`src/rtl/core/hsl_pkg.sv`:
```
`timescale 1ns / 1ps

package hsl_pkg;

  localparam int unsigned ByteW  = 8;
  localparam int unsigned CodeW  = 10;
  localparam int unsigned KindW  = 3;
  localparam int unsigned ErrW   = 3;
  localparam int unsigned CfgIdxW = 2;
  localparam int unsigned OutDataW = 24;

  localparam logic [CodeW-1:0] CodeMinReset = 10'd100;
  localparam logic [CodeW-1:0] CodeMaxReset = 10'd599;
  localparam logic [CodeW-1:0] CodeSat      = 10'd1000;

  localparam logic [ByteW-1:0] ByteSp  = 8'h20;
  localparam logic [ByteW-1:0] ByteHt  = 8'h09;
  localparam logic [ByteW-1:0] ByteCr  = 8'h0D;
  localparam logic [ByteW-1:0] ByteLf  = 8'h0A;
  localparam logic [ByteW-1:0] ByteDel = 8'h7F;
  localparam logic [ByteW-1:0] Byte0   = 8'h30;
  localparam logic [ByteW-1:0] Byte9   = 8'h39;

  localparam logic [CfgIdxW-1:0] CfgCodeMin = 2'd0;
  localparam logic [CfgIdxW-1:0] CfgCodeMax = 2'd1;

  typedef enum logic [2:0] {
    PH_PROTOCOL = 3'd0,
    PH_CODE     = 3'd1,
    PH_REASON   = 3'd2,
    PH_LF       = 3'd3,
    PH_DONE     = 3'd4,
    PH_ERROR    = 3'd5
  } phase_e;

  typedef enum logic [KindW-1:0] {
    KIND_PROTO   = 3'd0,
    KIND_REASON  = 3'd1,
    KIND_DELIM   = 3'd2,
    KIND_LINE    = 3'd3,
    KIND_ERROR   = 3'd4,
    KIND_IGNORED = 3'd5
  } kind_e;

  typedef enum logic [ErrW-1:0] {
    ERR_NONE      = 3'd0,
    ERR_BAD_CODE  = 3'd1,
    ERR_NON_DIGIT = 3'd2,
    ERR_CTRL_CHAR = 3'd3,
    ERR_NO_LF     = 3'd4
  } err_e;

  typedef struct packed {
    phase_e           phase;
    logic [CodeW-1:0] code_value;
    logic             have_digit;
    err_e             last_error;
  } state_t;

  typedef struct packed {
    kind_e            kind;
    logic [ByteW-1:0] byte_out;
    logic [CodeW-1:0] status_code;
    err_e             error_code;
  } result_t;

endpackage

```
`src/rtl/core/hsl_step.sv`:
```
`timescale 1ns / 1ps

module hsl_step (
  input  hsl_pkg::state_t               state_i,
  input  logic [hsl_pkg::ByteW-1:0]     byte_i,
  input  logic [hsl_pkg::CodeW-1:0]     code_min_i,
  input  logic [hsl_pkg::CodeW-1:0]     code_max_i,
  output hsl_pkg::state_t               state_o,
  output hsl_pkg::result_t              result_o
);

  logic [13:0]              acc_wide;
  logic [hsl_pkg::CodeW-1:0] acc_sat;
  logic                     is_digit;
  logic                     code_ok;
  logic                     reason_ok;
  hsl_pkg::kind_e           kind;
  logic [hsl_pkg::ByteW-1:0] pass;
  hsl_pkg::state_t          nxt;

  // value * 10 + digit, held at the saturation value
  assign acc_wide = {1'b0, state_i.code_value, 3'b000}
                  + {3'b000, state_i.code_value, 1'b0}
                  + {10'd0, byte_i[3:0]};
  assign acc_sat  = (acc_wide > {4'd0, hsl_pkg::CodeSat}) ? hsl_pkg::CodeSat
                                                         : acc_wide[hsl_pkg::CodeW-1:0];
  assign is_digit = (byte_i >= hsl_pkg::Byte0) && (byte_i <= hsl_pkg::Byte9);
  assign code_ok  = state_i.have_digit && (state_i.code_value >= code_min_i)
                  && (state_i.code_value <= code_max_i);
  assign reason_ok = (byte_i == hsl_pkg::ByteHt)
                   || ((byte_i >= hsl_pkg::ByteSp) && (byte_i != hsl_pkg::ByteDel));

  // next state
  always_comb begin
    nxt = state_i;
    case (state_i.phase)
      hsl_pkg::PH_PROTOCOL: begin
        if (byte_i == hsl_pkg::ByteSp) begin
          nxt.phase = hsl_pkg::PH_CODE;
        end
      end
      hsl_pkg::PH_CODE: begin
        if (byte_i == hsl_pkg::ByteSp) begin
          if (code_ok) begin
            nxt.phase = hsl_pkg::PH_REASON;
          end else begin
            nxt.phase      = hsl_pkg::PH_ERROR;
            nxt.last_error = hsl_pkg::ERR_BAD_CODE;
          end
        end else if (byte_i == hsl_pkg::ByteCr) begin
          nxt.phase = hsl_pkg::PH_LF;
        end else if (is_digit) begin
          nxt.code_value = acc_sat;
          nxt.have_digit = 1'b1;
        end else begin
          nxt.phase      = hsl_pkg::PH_ERROR;
          nxt.last_error = hsl_pkg::ERR_NON_DIGIT;
        end
      end
      hsl_pkg::PH_REASON: begin
        if (byte_i == hsl_pkg::ByteCr) begin
          nxt.phase = hsl_pkg::PH_LF;
        end else if (!reason_ok) begin
          nxt.phase      = hsl_pkg::PH_ERROR;
          nxt.last_error = hsl_pkg::ERR_CTRL_CHAR;
        end
      end
      hsl_pkg::PH_LF: begin
        if (byte_i == hsl_pkg::ByteLf) begin
          nxt.phase = hsl_pkg::PH_DONE;
        end else begin
          nxt.phase      = hsl_pkg::PH_ERROR;
          nxt.last_error = hsl_pkg::ERR_NO_LF;
        end
      end
      default: begin
        nxt = state_i;
      end
    endcase
  end

  // result kind and pass-through byte
  always_comb begin
    kind = hsl_pkg::KIND_IGNORED;
    pass = '0;
    case (state_i.phase)
      hsl_pkg::PH_PROTOCOL: begin
        if (byte_i == hsl_pkg::ByteSp) begin
          kind = hsl_pkg::KIND_DELIM;
        end else begin
          kind = hsl_pkg::KIND_PROTO;
          pass = byte_i;
        end
      end
      hsl_pkg::PH_CODE: begin
        if (byte_i == hsl_pkg::ByteSp) begin
          if (code_ok) begin
            kind = hsl_pkg::KIND_DELIM;
          end else begin
            kind = hsl_pkg::KIND_ERROR;
          end
        end else if ((byte_i == hsl_pkg::ByteCr) || is_digit) begin
          kind = hsl_pkg::KIND_DELIM;
        end else begin
          kind = hsl_pkg::KIND_ERROR;
        end
      end
      hsl_pkg::PH_REASON: begin
        if (byte_i == hsl_pkg::ByteCr) begin
          kind = hsl_pkg::KIND_DELIM;
        end else if (reason_ok) begin
          kind = hsl_pkg::KIND_REASON;
          pass = byte_i;
        end else begin
          kind = hsl_pkg::KIND_ERROR;
        end
      end
      hsl_pkg::PH_LF: begin
        if (byte_i == hsl_pkg::ByteLf) begin
          kind = hsl_pkg::KIND_LINE;
        end else begin
          kind = hsl_pkg::KIND_ERROR;
        end
      end
      default: begin
        kind = hsl_pkg::KIND_IGNORED;
      end
    endcase
  end

  assign state_o              = nxt;
  assign result_o.kind        = kind;
  assign result_o.byte_out    = pass;
  assign result_o.status_code = nxt.code_value;
  assign result_o.error_code  = nxt.last_error;

endmodule

```
`src/rtl/core/http_status_line_parser_core.sv`:
```
`timescale 1ns / 1ps

// HTTP response status line parser.
// Slave stream: one received byte per item in s_axis_tdata.
// Master stream: one result per byte; s_axis item -> m_axis item, in order.
//   m_axis_tuser holds the result kind (protocol, reason, delimiter, line
//   complete, error, ignored); m_axis_tdata holds the byte, the status code
//   accumulated so far and the sticky error code.
// Config port: cfg_we_i writes cfg_wdata_i to code_min (index 0) or code_max
//   (index 1); other indexes are dropped. Write only while the block is idle.
// Path: an accepted byte goes into the input register; the parse step then
//   writes its result into the result register, which drives m_axis_tvalid.
// Throughput: one item per cycle while m_axis_tready is high; the parse
//   step between the two registers is a single pass over the byte and the state.
// Reset: parser returns to the protocol phase, code cleared, bounds 100..599,
//   both stages empty.
// Stall: while m_axis_tready is low the result register holds, the input
//   register still takes one item, then s_axis_tready drops.

module http_status_line_parser_core (
  input  logic                            clk_i,
  input  logic                            rst_ni,
  input  logic                            s_axis_tvalid,
  output logic                            s_axis_tready,
  input  logic [hsl_pkg::ByteW-1:0]       s_axis_tdata,   // [7:0] byte_value
  output logic                            m_axis_tvalid,
  input  logic                            m_axis_tready,
  // [7:0] byte_out, [17:8] status_code, [20:18] error_code, [23:21] zero
  output logic [hsl_pkg::OutDataW-1:0]    m_axis_tdata,
  output logic [hsl_pkg::KindW-1:0]       m_axis_tuser,   // [2:0] kind
  input  logic                            cfg_we_i,
  input  logic [hsl_pkg::CfgIdxW-1:0]     cfg_idx_i,
  input  logic [hsl_pkg::CodeW-1:0]       cfg_wdata_i
);

  logic                        in_valid_q;
  logic [hsl_pkg::ByteW-1:0]   in_byte_q;
  logic                        out_valid_q;
  hsl_pkg::result_t            out_res_q;
  hsl_pkg::state_t             st_q;
  hsl_pkg::state_t             st_d;
  hsl_pkg::result_t            res_d;
  logic [hsl_pkg::CodeW-1:0]   code_min_q;
  logic [hsl_pkg::CodeW-1:0]   code_max_q;
  logic                        out_free;
  logic                        advance;

  assign out_free      = !out_valid_q || m_axis_tready;
  assign advance       = in_valid_q && out_free;
  assign s_axis_tready = !in_valid_q || out_free;

  hsl_step u_step (
    .state_i   (st_q),
    .byte_i    (in_byte_q),
    .code_min_i(code_min_q),
    .code_max_i(code_max_q),
    .state_o   (st_d),
    .result_o  (res_d)
  );

  always_ff @(posedge clk_i or negedge rst_ni) begin
    if (!rst_ni) begin
      code_min_q <= hsl_pkg::CodeMinReset;
      code_max_q <= hsl_pkg::CodeMaxReset;
    end else if (cfg_we_i) begin
      case (cfg_idx_i)
        hsl_pkg::CfgCodeMin: code_min_q <= cfg_wdata_i;
        hsl_pkg::CfgCodeMax: code_max_q <= cfg_wdata_i;
        default: begin
        end
      endcase
    end
  end

  always_ff @(posedge clk_i or negedge rst_ni) begin
    if (!rst_ni) begin
      in_valid_q  <= 1'b0;
      out_valid_q <= 1'b0;
      st_q        <= '{phase: hsl_pkg::PH_PROTOCOL, code_value: '0,
                       have_digit: 1'b0, last_error: hsl_pkg::ERR_NONE};
    end else begin
      if (s_axis_tready) begin
        in_valid_q <= s_axis_tvalid;
      end
      if (out_free) begin
        out_valid_q <= in_valid_q;
      end
      if (advance) begin
        st_q <= st_d;
      end
    end
  end

  // payload registers: no reset
  always_ff @(posedge clk_i) begin
    if (s_axis_tready && s_axis_tvalid) begin
      in_byte_q <= s_axis_tdata;
    end
    if (advance) begin
      out_res_q <= res_d;
    end
  end

  assign m_axis_tvalid = out_valid_q;
  assign m_axis_tuser  = out_res_q.kind;
  assign m_axis_tdata  = {3'b000, out_res_q.error_code, out_res_q.status_code,
                          out_res_q.byte_out};

endmodule

```
`config.mk`:
```
export PLATFORM = sky130hd
export DESIGN_NAME = http_status_line_parser_core
export DESIGN_NICKNAME = d
export VERILOG_FILES = /design/src/rtl/core/hsl_pkg.sv /design/src/rtl/core/hsl_step.sv /design/src/rtl/core/http_status_line_parser_core.sv
export SDC_FILE = /design/constraint.sdc
export NUM_CORES = 1
export LEC_CHECK = 0
export CORE_MARGIN = 1
export CORE_UTILIZATION = 58
export DETAILED_ROUTE_END_ITERATION = 10
export DONT_BUFFER_PORTS = 1
export PLACE_DENSITY_LB_ADDON = 0.3
export SETUP_SLACK_MARGIN = 0.3
export SLEW_MARGIN = 0
export SYNTH_ARGS = -nofsm -noshare
export SYNTH_HDL_FRONTEND = slang
export SYNTH_SLANG_ARGS = --single-unit
```
`constraint.sdc`:
```
create_clock -name clk_i -period 3.6 [get_ports clk_i]
set_clock_uncertainty 0.05 [all_clocks]
set_input_delay 0.72 -clock clk_i [delete_from_list [all_inputs] [get_ports clk_i]]
set_output_delay 0.72 -clock clk_i [all_outputs]
set_load 0.005 [all_outputs]
```
==> metrics, run 1 <==
Slew Limit Fails=0; Clock Tree Buf Depth=2; cell family with most CP delay=compound AO/OA/AOI/OAI gates; Worst-Margin Slew=922.4 ps; CP most frequent cell=a211o_1; CTS root buf=clkbuf_8; WL met3=804 um; Lkg Pwr=2.111 nW; post-synth cell types=66; Syn Area/Cell=10.03 um2; post-synthesis cell count=449; largest net degree at the start of global routing=31; Post-Synth Simple-Gate Area=0.1805; Slowest cell on crit path=fa_2; drt wl/cell=18.42 um; max incr delay on CP=620 ps; Final #Nets=532; register area share after synthesis=0.4324; post-placement cell count=542; setup tns final=0 ps; final setup fails=0; prevailing post-synth register cell=edfxtp_1; P&R area growth vs syn=11.41%; Clock Pin Slew Worst Setup and Hold Paths=80 ps; reg-to-reg endpoint=m_axis_tdata[11]$_DFFE_PP_; I/O pins=54; most common library cells after synthesis=ha_1 (39), o21ai_0 (35), edfxtp_1 (32), nand2_1 (32); Critical Path Sink Type=flip-flop; Compound-Gate Fraction of Synth Area=0.1983; final WL=10.50 mm; Die Y=90.14 um; area of the die=8124 um2; XOR/XNOR share of the synthesized area=0.003888; Core ar.=7370 um2; critical path class=reg2reg; adder-cell share of the synthesized area=0.1172; vias per std cell=6.565; main combinational cell family by area after synthesis=compound AO/OA/AOI/OAI gates; status=finished clean; path depth of the worst reg2reg path=8; Synth Cell Area=4506 um2; antenna-violating nets left=0; r2r setup slk=320 ps; initial antenna violation count=0; Rel. slew slack=0.3828; Yosys top cell by area=edfxtp_1; total number of vias=3742; die width=90.14 um; Worst Path Max Fanout=8; IO Port Bufs=0; # DRC=0; Max Clk Rate=304.7 MHz; Pwr Total=1.710 mW; Initial Util=0.6114; first-pass GRT wire length=16.88 mm; WL met1=4.646 mm; DR top layer=met4; placed wire-length estimate=7.177 mm; GRT overflow=0; GP Congestion=0.9076; Tmin final=3281 ps; most frequent cell after synthesis=ha_1; max-cap check violation count=0; WP data arrival=3350 ps; Seq cells post-synth=71; number of synthesis warnings=0; number of synthesized flops with an enable pin=32; FP Rows=31; Worst Path Required=3670 ps; Finished Layout Cells=570; gr usage total=0.2611; crit path launch type=flip-flop; H-tree depth=3; CTS sink count=71; Core Util, Final=0.6812; R2R Path Start=in_byte_q[3]$_DFFE_PP_; CTS tree=done; First DRT Iteration DRCs=374; area share of the largest cell type after synthesis=0.2133; Worst-Skew Late Latency=350 ps; HP Class=in2async; CP Cell Sequence=fa_2 -> ha_4 -> a211o_1 -> a211o_1 -> a311oi_2 -> o21ai_2 -> or2_4 -> o21ba_2; Num CTS Buffers=9; met2 WL post-DR=4.817 mm; largest cells by area after synthesis=edfxtp_1 (21%), dfrtp_1 (17%), ha_1 (11%); WHS=140.2 ps; vias in the first global route=3481; diodes inserted=0; worst path bufs/invs=0; unrepaired setup endpoints after global routing=yes; Fin. Hold Viols=0; multiplexer share of the synthesized area=0.02749; Initial DRT Pass Iterations=6; worst vdd ir=0.2054 mV; post-route clock period utilization=0.9115; share of flip-flops with an asynchronous set or reset=0.5493; fraction of layout cells with a size suffix above 1=0.1762; Power Density=340.7 nW/um2
power by group:
group          switching [mW]  leakage, nW  internal [mW]
clock network           0.309       0.0850          0.250
logic                   0.102         1.25         0.0786
registers              0.0386        0.779          0.932
stage by stage:
stage / instance area, um2 / setup slack, ps
2_1_floorplan: 4519 / 342.3
3_3_place_gp: 4643 / 256.3
3_5_place_dp: 4643 / 129.0
4_1_cts: 4848 / 317.0
5_1_grt: 5020 / 244.2
6_report: 5020 / 318.5
how the worst max path moves through the flow:
stage | cells after the start | endpoint | start
after global placement | 8 | m_axis_tdata[12]$_DFFE_PP_ | st_q[4]$_DFFE_PN0P_
after detailed placement | 9 | m_axis_tdata[8]$_DFFE_PP_ | in_byte_q[2]$_DFFE_PP_
after global routing | 8 | m_axis_tdata[17]$_DFFE_PP_ | in_byte_q[3]$_DFFE_PP_
after CTS | 8 | m_axis_tdata[10]$_DFFE_PP_ | st_q[4]$_DFFE_PN0P_
final | 8 | m_axis_tdata[11]$_DFFE_PP_ | in_byte_q[3]$_DFFE_PP_
after floorplan | 9 | m_axis_tdata[12]$_DFFE_PP_ | in_byte_q[3]$_DFFE_PP_
layout by cell type (no fill, tap or decap), types with 3 or more instances in the layout:
master / Yosys / routed
clkbuf_8: 0 / 9
nand3_1: 8 / 8
or4_1: 4 / 3
o21a_1: 6 / 5
inv_1: 25 / 25
o211ai_1: 10 / 10
clkbuf_1: 14 / 3
and2_1: 12 / 12
a21oi_1: 17 / 16
o21bai_1: 3 / 3
or4_4: 1 / 3
nor2b_1: 3 / 3
mux2_2: 11 / 11
ha_1: 39 / 38
nor2_1: 30 / 30
conb_1: 1 / 3
dfrtp_1: 30 / 30
a211o_1: 7 / 7
nor4_1: 3 / 3
edfxtp_1: 32 / 32
nand2b_1: 7 / 7
nor3_1: 7 / 7
o22a_1: 5 / 5
o21ai_1: 0 / 3
or3_1: 5 / 5
buf_4: 3 / 17
and3_1: 14 / 14
o2111ai_1: 6 / 6
a31oi_1: 9 / 9
nand2_1: 32 / 32
a211oi_1: 5 / 3
dfstp_2: 9 / 9
nand4_1: 8 / 8
o21ai_0: 35 / 31
sequential cells by signal, indices dropped and copies added (netlist names):
| signal | flops |
|---|---|
| m_axis_tdata | 21 |
| st_q | 17 |
| code_max_q | 10 |
| code_min_q | 10 |
| in_byte_q | 8 |
| m_axis_tuser | 3 |
| in_valid_q | 1 |
| m_axis_tvalid | 1 |
area by class of cell:
type / instances / area, um2
timing repair buffer: 21 / 190.2
tap: 99 / 123.9
clock inverter: 4 / 22.52
sequential: 71 / 1948
inverter: 26 / 97.59
multi-input combinational: 337 / 2502
fill: 557 / 2350
clock buffer: 12 / 135.1
routing by layer:
metal | track usage | vias up
met5 | 0 | -
met4 | 0.08871 | 0
met3 | 0.06937 | 27
met2 | 0.3944 | 184
met1 | 0.3641 | 1798
li1 | - | 1733
cell families after synthesis:
| kind of cell | after synthesis |
|---|---|
| AND/OR/NAND/NOR | 151 |
| other | 1 |
| buffers and inverters | 44 |
| XOR/XNOR | 2 |
| flip-flops | 71 |
| AO/OA/AOI/OAI | 128 |
| multiplexers | 11 |
| adder cells (fa/ha/maj) | 41 |
what timing repair did:
item	CTS	global route
gates resized for setup	5	23
setup buffers	1	9
cloned	0	1
pin swaps	0	15
setup endpoints to repair	17	15
endpoints found under the hold margin	30	0
hold buffers	1	0
No activity file was read; power rests on OpenSTA's default activity.
==> run 2: changes to the inputs <==
Settings changed: SETUP_SLACK_MARGIN 0.3 to 0.4, TNS_END_PERCENT set to 5.
==> run 2 against run 1 <==
Sequential power about the same. Final area is 0.20% higher. Non-clock buffer count fell by 5. Global-route usage rose by 0.86 points. Critical path type unchanged. Worst setup slack got worse by 48 ps.
==> metrics, run 2 (synthesized netlist as in run 1, its figures left out) <==
max incr delay on CP=580 ps; Max Clk Rate=300.4 MHz; Core Util, Final=0.6825; I/O pins=54; GRT overflow=0; worst path bufs/invs=0; area of the die=8124 um2; placed wire-length estimate=7.177 mm; Worst Path Required=3660 ps; setup tns final=0 ps; r2r setup slk=270 ps; crit path launch=st_q[4]$_DFFE_PN0P_; Initial Util=0.6114; # DRC=0; Fin. Hold Viols=0; Power Density=340.5 nW/um2; Lkg Pwr=2.084 nW; crit path launch type=flip-flop; Rel. slew slack=0.3899; Worst Path Max Fanout=7; CTS sink count=71; P&R area growth vs syn=11.64%; sequential fraction of design power=0.567; path depth of the worst reg2reg path=8; combinational cell fraction of total power=0.106; drt wl/cell=18.86 um; unrepaired setup endpoints after global routing=yes; Stages on worst setup path=8; vias in the first global route=3537; status=finished clean; R2R Path Start=st_q[4]$_DFFE_PN0P_; diodes inserted=0; Clock Pin Slew Worst Setup and Hold Paths=80 ps; Slew Limit Fails=0; max reg flops=21; CTS tree=done; Worst-Margin Slew=911.8 ps; CTS root buf=clkbuf_8; reg-to-reg endpoint=m_axis_tdata[13]$_DFFE_PP_; initial antenna violation count=0; largest net degree at the start of global routing=31; max-cap check violation count=0; most common cell after layout, fill and taps aside=ha_1; CP most frequent cell=a211o_4; FP Rows=31; Worst setup endpoint=m_axis_tdata[13]$_DFFE_PP_; final setup fails=0; WP data arrival=3390 ps; HP Class=in2async; Critical Path Sink Type=flip-flop; Initial DRT Pass Iterations=6; Net Sw Frac=0.2638; CP Cell Sequence=fa_2 -> ha_4 -> a211o_4 -> a211o_4 -> a311oi_4 -> o21ai_2 -> or2_4 -> o22a_1; worst vdd ir=0.2054 mV; first-pass GRT wire length=17.39 mm; H-tree depth=3; Int Power=1.261 mW; die width=90.14 um; critical path class=reg2reg; Clock Tree Buf Depth=2; First DRT Iteration DRCs=345; Core ar.=7370 um2; Slowest cell on crit path=fa_2; IO Port Bufs=0; commonest cells after routing, fill and taps aside=ha_1 (38), o21ai_0 (33), nand2_1 (32), edfxtp_1 (32); vias per std cell=6.594; Num CTS Buffers=9; post-route clock period utilization=0.9248; NetSw=0.4518 mW; Final #Nets=528; Die Y=90.14 um; gr usage total=0.2697; total number of vias=3732; cell family with most CP delay=compound AO/OA/AOI/OAI gates; final WL=10.68 mm; Clk network pwr share=0.327; GP Congestion=0.9076; fraction of layout cells with a size suffix above 1=0.1777; Worst-Skew Late Latency=360 ps; antenna-violating nets left=0; Tmin final=3329 ps
[run 2: routing by layer]
metal	part of all wire	vias up	track usage
met5	0	-	0
met4	0.023	0	0.09274
met3	0.085	31	0.07530
met2	0.46	202	0.4071
met1	0.43	1773	0.3735
li1	-	1726	-
[run 2: power by group through the flow]
stage               Sequential, mW  Clock (mW)  Combinational (mW)
floorplan                    0.974           0               0.131
global placement             0.985           0               0.156
detailed placement           0.988           0               0.166
CTS                          0.971       0.573               0.179
global route                 0.978       0.611               0.205
finish                       0.971       0.560               0.181
[run 2: repair_timing]
| item | CTS | global route |
|---|---|---|
| pin swaps | 4 | 12 |
| cloned | 1 | 1 |
| hold buffers | 1 | 0 |
| endpoints found under the hold margin | 30 | 0 |
| resized for setup | 10 | 20 |
| buffers inserted | 3 | 2 |
| endpoints found under the setup margin | 19 | 20 |
[run 2: worst reg2reg max path: stages (launching register included)]
cell and delay (ps):
dfrtp_2 450, fa_2 580, ha_4 210, a211o_4 370, a211o_4 390, a311oi_4 360, o21ai_2 160, or2_4 320
o22a_1 190
[run 2: final cells by class]
cell class | instances | area, um2
fillers | 560 | 2340
repair buffers | 16 | 136.4
multi-input cells | 338 | 2565
flip-flops and latches | 71 | 1949
clock inverters | 4 | 22.52
inverters | 26 | 97.59
clock buffers | 12 | 135.1
well taps | 99 | 123.9
[run 2: how the worst min path moves through the flow]
stage / start / endpoint / depth (start not counted)
3_5_place_dp: rst_ni / st_q[1]$_DFFE_PN0P_ / 0
6_report: rst_ni / st_q[4]$_DFFE_PN0P_ / 1
3_3_place_gp: rst_ni / st_q[1]$_DFFE_PN0P_ / 0
4_1_cts: rst_ni / code_min_q[3]$_DFFE_PN0P_ / 1
2_1_floorplan: rst_ni / code_max_q[3]$_DFFE_PN0P_ / 0
5_1_grt: rst_ni / code_min_q[2]$_DFFE_PN1P_ / 0
[run 2: per-stage QoR]
stage	cells	hold WS, ps	total power, mW	setup slack [ps]	area, um2
6_report	566	134.5	1.713	270.7	5030
5_1_grt	566	123.5	1.793	221.7	5030
4_1_cts	563	123.0	1.723	376.7	4893
3_5_place_dp	542	375.8	1.154	129.0	4643
3_3_place_gp	542	375.5	1.142	256.3	4643
2_1_floorplan	451	374.4	1.105	342.3	4519
==> run 3: changes to the inputs <==
Settings changed: CORE_UTILIZATION 58 to 64.
Clock period 3.6 ns to 3.1 ns, I/O delays scaled along.
==> run 3 against run 2 <==
The run now ends with negative setup slack left. Final area increased by 4.0%. Worst setup slack got worse by 360 ps. Clock power rose by 43%. Highest routed layer unchanged.
==> metrics, run 3 (synthesized netlist as in run 1, its figures left out) <==
R2R Path Start=st_q[4]$_DFFE_PN0P_; P&R area growth vs syn=16.08%; First DRT Iteration DRCs=433; CTS tree=done; vias per std cell=6.611; drt wl/cell=18.69 um; Power Density=410.4 nW/um2; largest net degree at the start of global routing=31; Worst Path Max Fanout=12; Fillers=461; unrepaired setup endpoints after global routing=yes; Core Util, Final=0.7698; violated checks=negative setup slack; Final #Nets=556; Fin. Hold Viols=0; Initial Util=0.6632; IO Port Bufs=0; status=finished, violations left; # DRC=0; placed wire-length estimate=7.614 mm; final setup fails=13; Clock Tree Buf Depth=2; HP Class=in2async; total number of vias=3907; WHS=50.63 ps; final WL=11.05 mm; area of the die=7380 um2; Critical Path Sink Type=flip-flop; vias in the first global route=3647; post-placement cell count=573; gr usage total=0.3054; Final WS setup=-94.06 ps; diodes inserted=0; most common cell after layout, fill and taps aside=buf_4; Max Clk Rate=313.1 MHz; Num CTS Buffers=9; Clock Pin Slew Worst Setup and Hold Paths=80 ps; FP Rows=30; GP Congestion=0.9745; GRT overflow=0; Finished Layout Cells=591; I/O pins=54; Slew Limit Fails=0; crit path launch=st_q[4]$_DFFE_PN0P_; critical path class=reg2reg; CTS root buf=clkbuf_8; Worst Path Required=3150 ps; initial antenna violation count=0; Core ar.=6794 um2; max reg flops=21; fraction of layout cells with a size suffix above 1=0.2263; H-tree depth=3; die width=85.91 um; Initial DRT Pass Iterations=5; Die Y=85.91 um; Setup Slack @ Placement=-227.1 ps; Lkg Pwr=2.241 nW; Tmin final=3194 ps; WP data arrival=3240 ps; crit path launch type=flip-flop; worst vdd ir=0.2630 mV; CTS sink count=71; Rel. slew slack=0.3351; Worst-Skew Late Latency=340 ps; commonest cells after routing, fill and taps aside=buf_4 (43), ha_1 (36), nand2_1 (32), edfxtp_1 (32); Worst-Margin Slew=993.7 ps; first-pass GRT wire length=17.52 mm; post-route clock period utilization=1.030; max-cap check violation count=0; antenna-violating nets left=0
-- run 3: cell types whose count changed in the layout (fill, tap and decap cells not counted), sizes merged --
cell,before,now
or4,6,5
or2,4,3
clkinv,3,4
clkbuf,12,10
clkinvlp,0,1
bufinv,0,2
buf,16,46
inv,27,25
-- run 3: where the power goes --
group	internal, mW	leakage, nW	switching (mW)
sequential	1.08	0.779	0.0442
clock	0.451	0.104	0.348
combinational	0.0976	1.36	0.124
-- run 3: cell type report --
cell class / count / area [um2] / area share
Tap cell: 96 / 120.1 / 0.02297
Timing Repair Buffer: 46 / 365.4 / 0.06986
Clock buffer: 10 / 127.6 / 0.02440
Sequential cell: 71 / 1948 / 0.3725
Multi-Input combinational cell: 336 / 2486 / 0.4754
Clock inverter: 6 / 85.08 / 0.01627
Inverter: 26 / 97.59 / 0.01866
-- run 3: routing by layer --
metal | wire (um) | global-route usage | vias up
li1 | - | - | 1785
met1 | 4641 | 0.4099 | 1845
met2 | 5182 | 0.4942 | 242
met3 | 931 | 0.05679 | 35
met4 | 291 | 0.1152 | 0
met5 | 0 | 0 | -
-- run 3: path summary, 6_finish.rpt --
| check | end | slack [ps] | cells past startpoint |
|---|---|---|---|
| min reg2reg | code_max_q[8]$_DFFE_PN0P_ | 460 | 1 |
| max reg2reg | m_axis_tdata[11]$_DFFE_PP_ | -90 | 8 |
| min in group clk_i | in_byte_q[1]$_DFFE_PP_ | 320 | 0 |
| min | code_min_q[4]$_DFFE_PN0P_ | 50 | 1 |
| max | m_axis_tdata[11]$_DFFE_PP_ | -90 | 8 |
| max in group asynchronous | st_q[10]$_DFFE_PN0P_ | 2770 | 1 |
-- run 3: per-stage QoR --
| stage | instance area, um2 | total power, mW | TNS [ps] |
|---|---|---|---|
| 6_report | 5230 | 2.146 | -522.0 |
| 5_1_grt | 5230 | 2.225 | -2399 |
| 4_1_cts | 5206 | 2.146 | -42.96 |
| 3_5_place_dp | 4906 | 1.341 | -2512 |
| 3_3_place_gp | 4906 | 1.325 | -1170 |
| 2_1_floorplan | 4537 | 1.283 | -194.0 |
-- run 3: critical path, cell delays in order, from the launching register on --
cell and delay (ps):
dfrtp_1 400, fa_1 540, ha_1 340, a211o_1 320, a211o_1 340, a311oi_2 250
o21ai_1 130, or2_4 330, o21ba_2 240
-- run 3: timing repair --
action                                  CTS  global route
hold buffers                              1             0
hold endpoints to repair                 30             0
gates resized for setup                  17             7
pin swaps                                14             6
endpoints found under the setup margin   24            27
setup buffers                             1             0
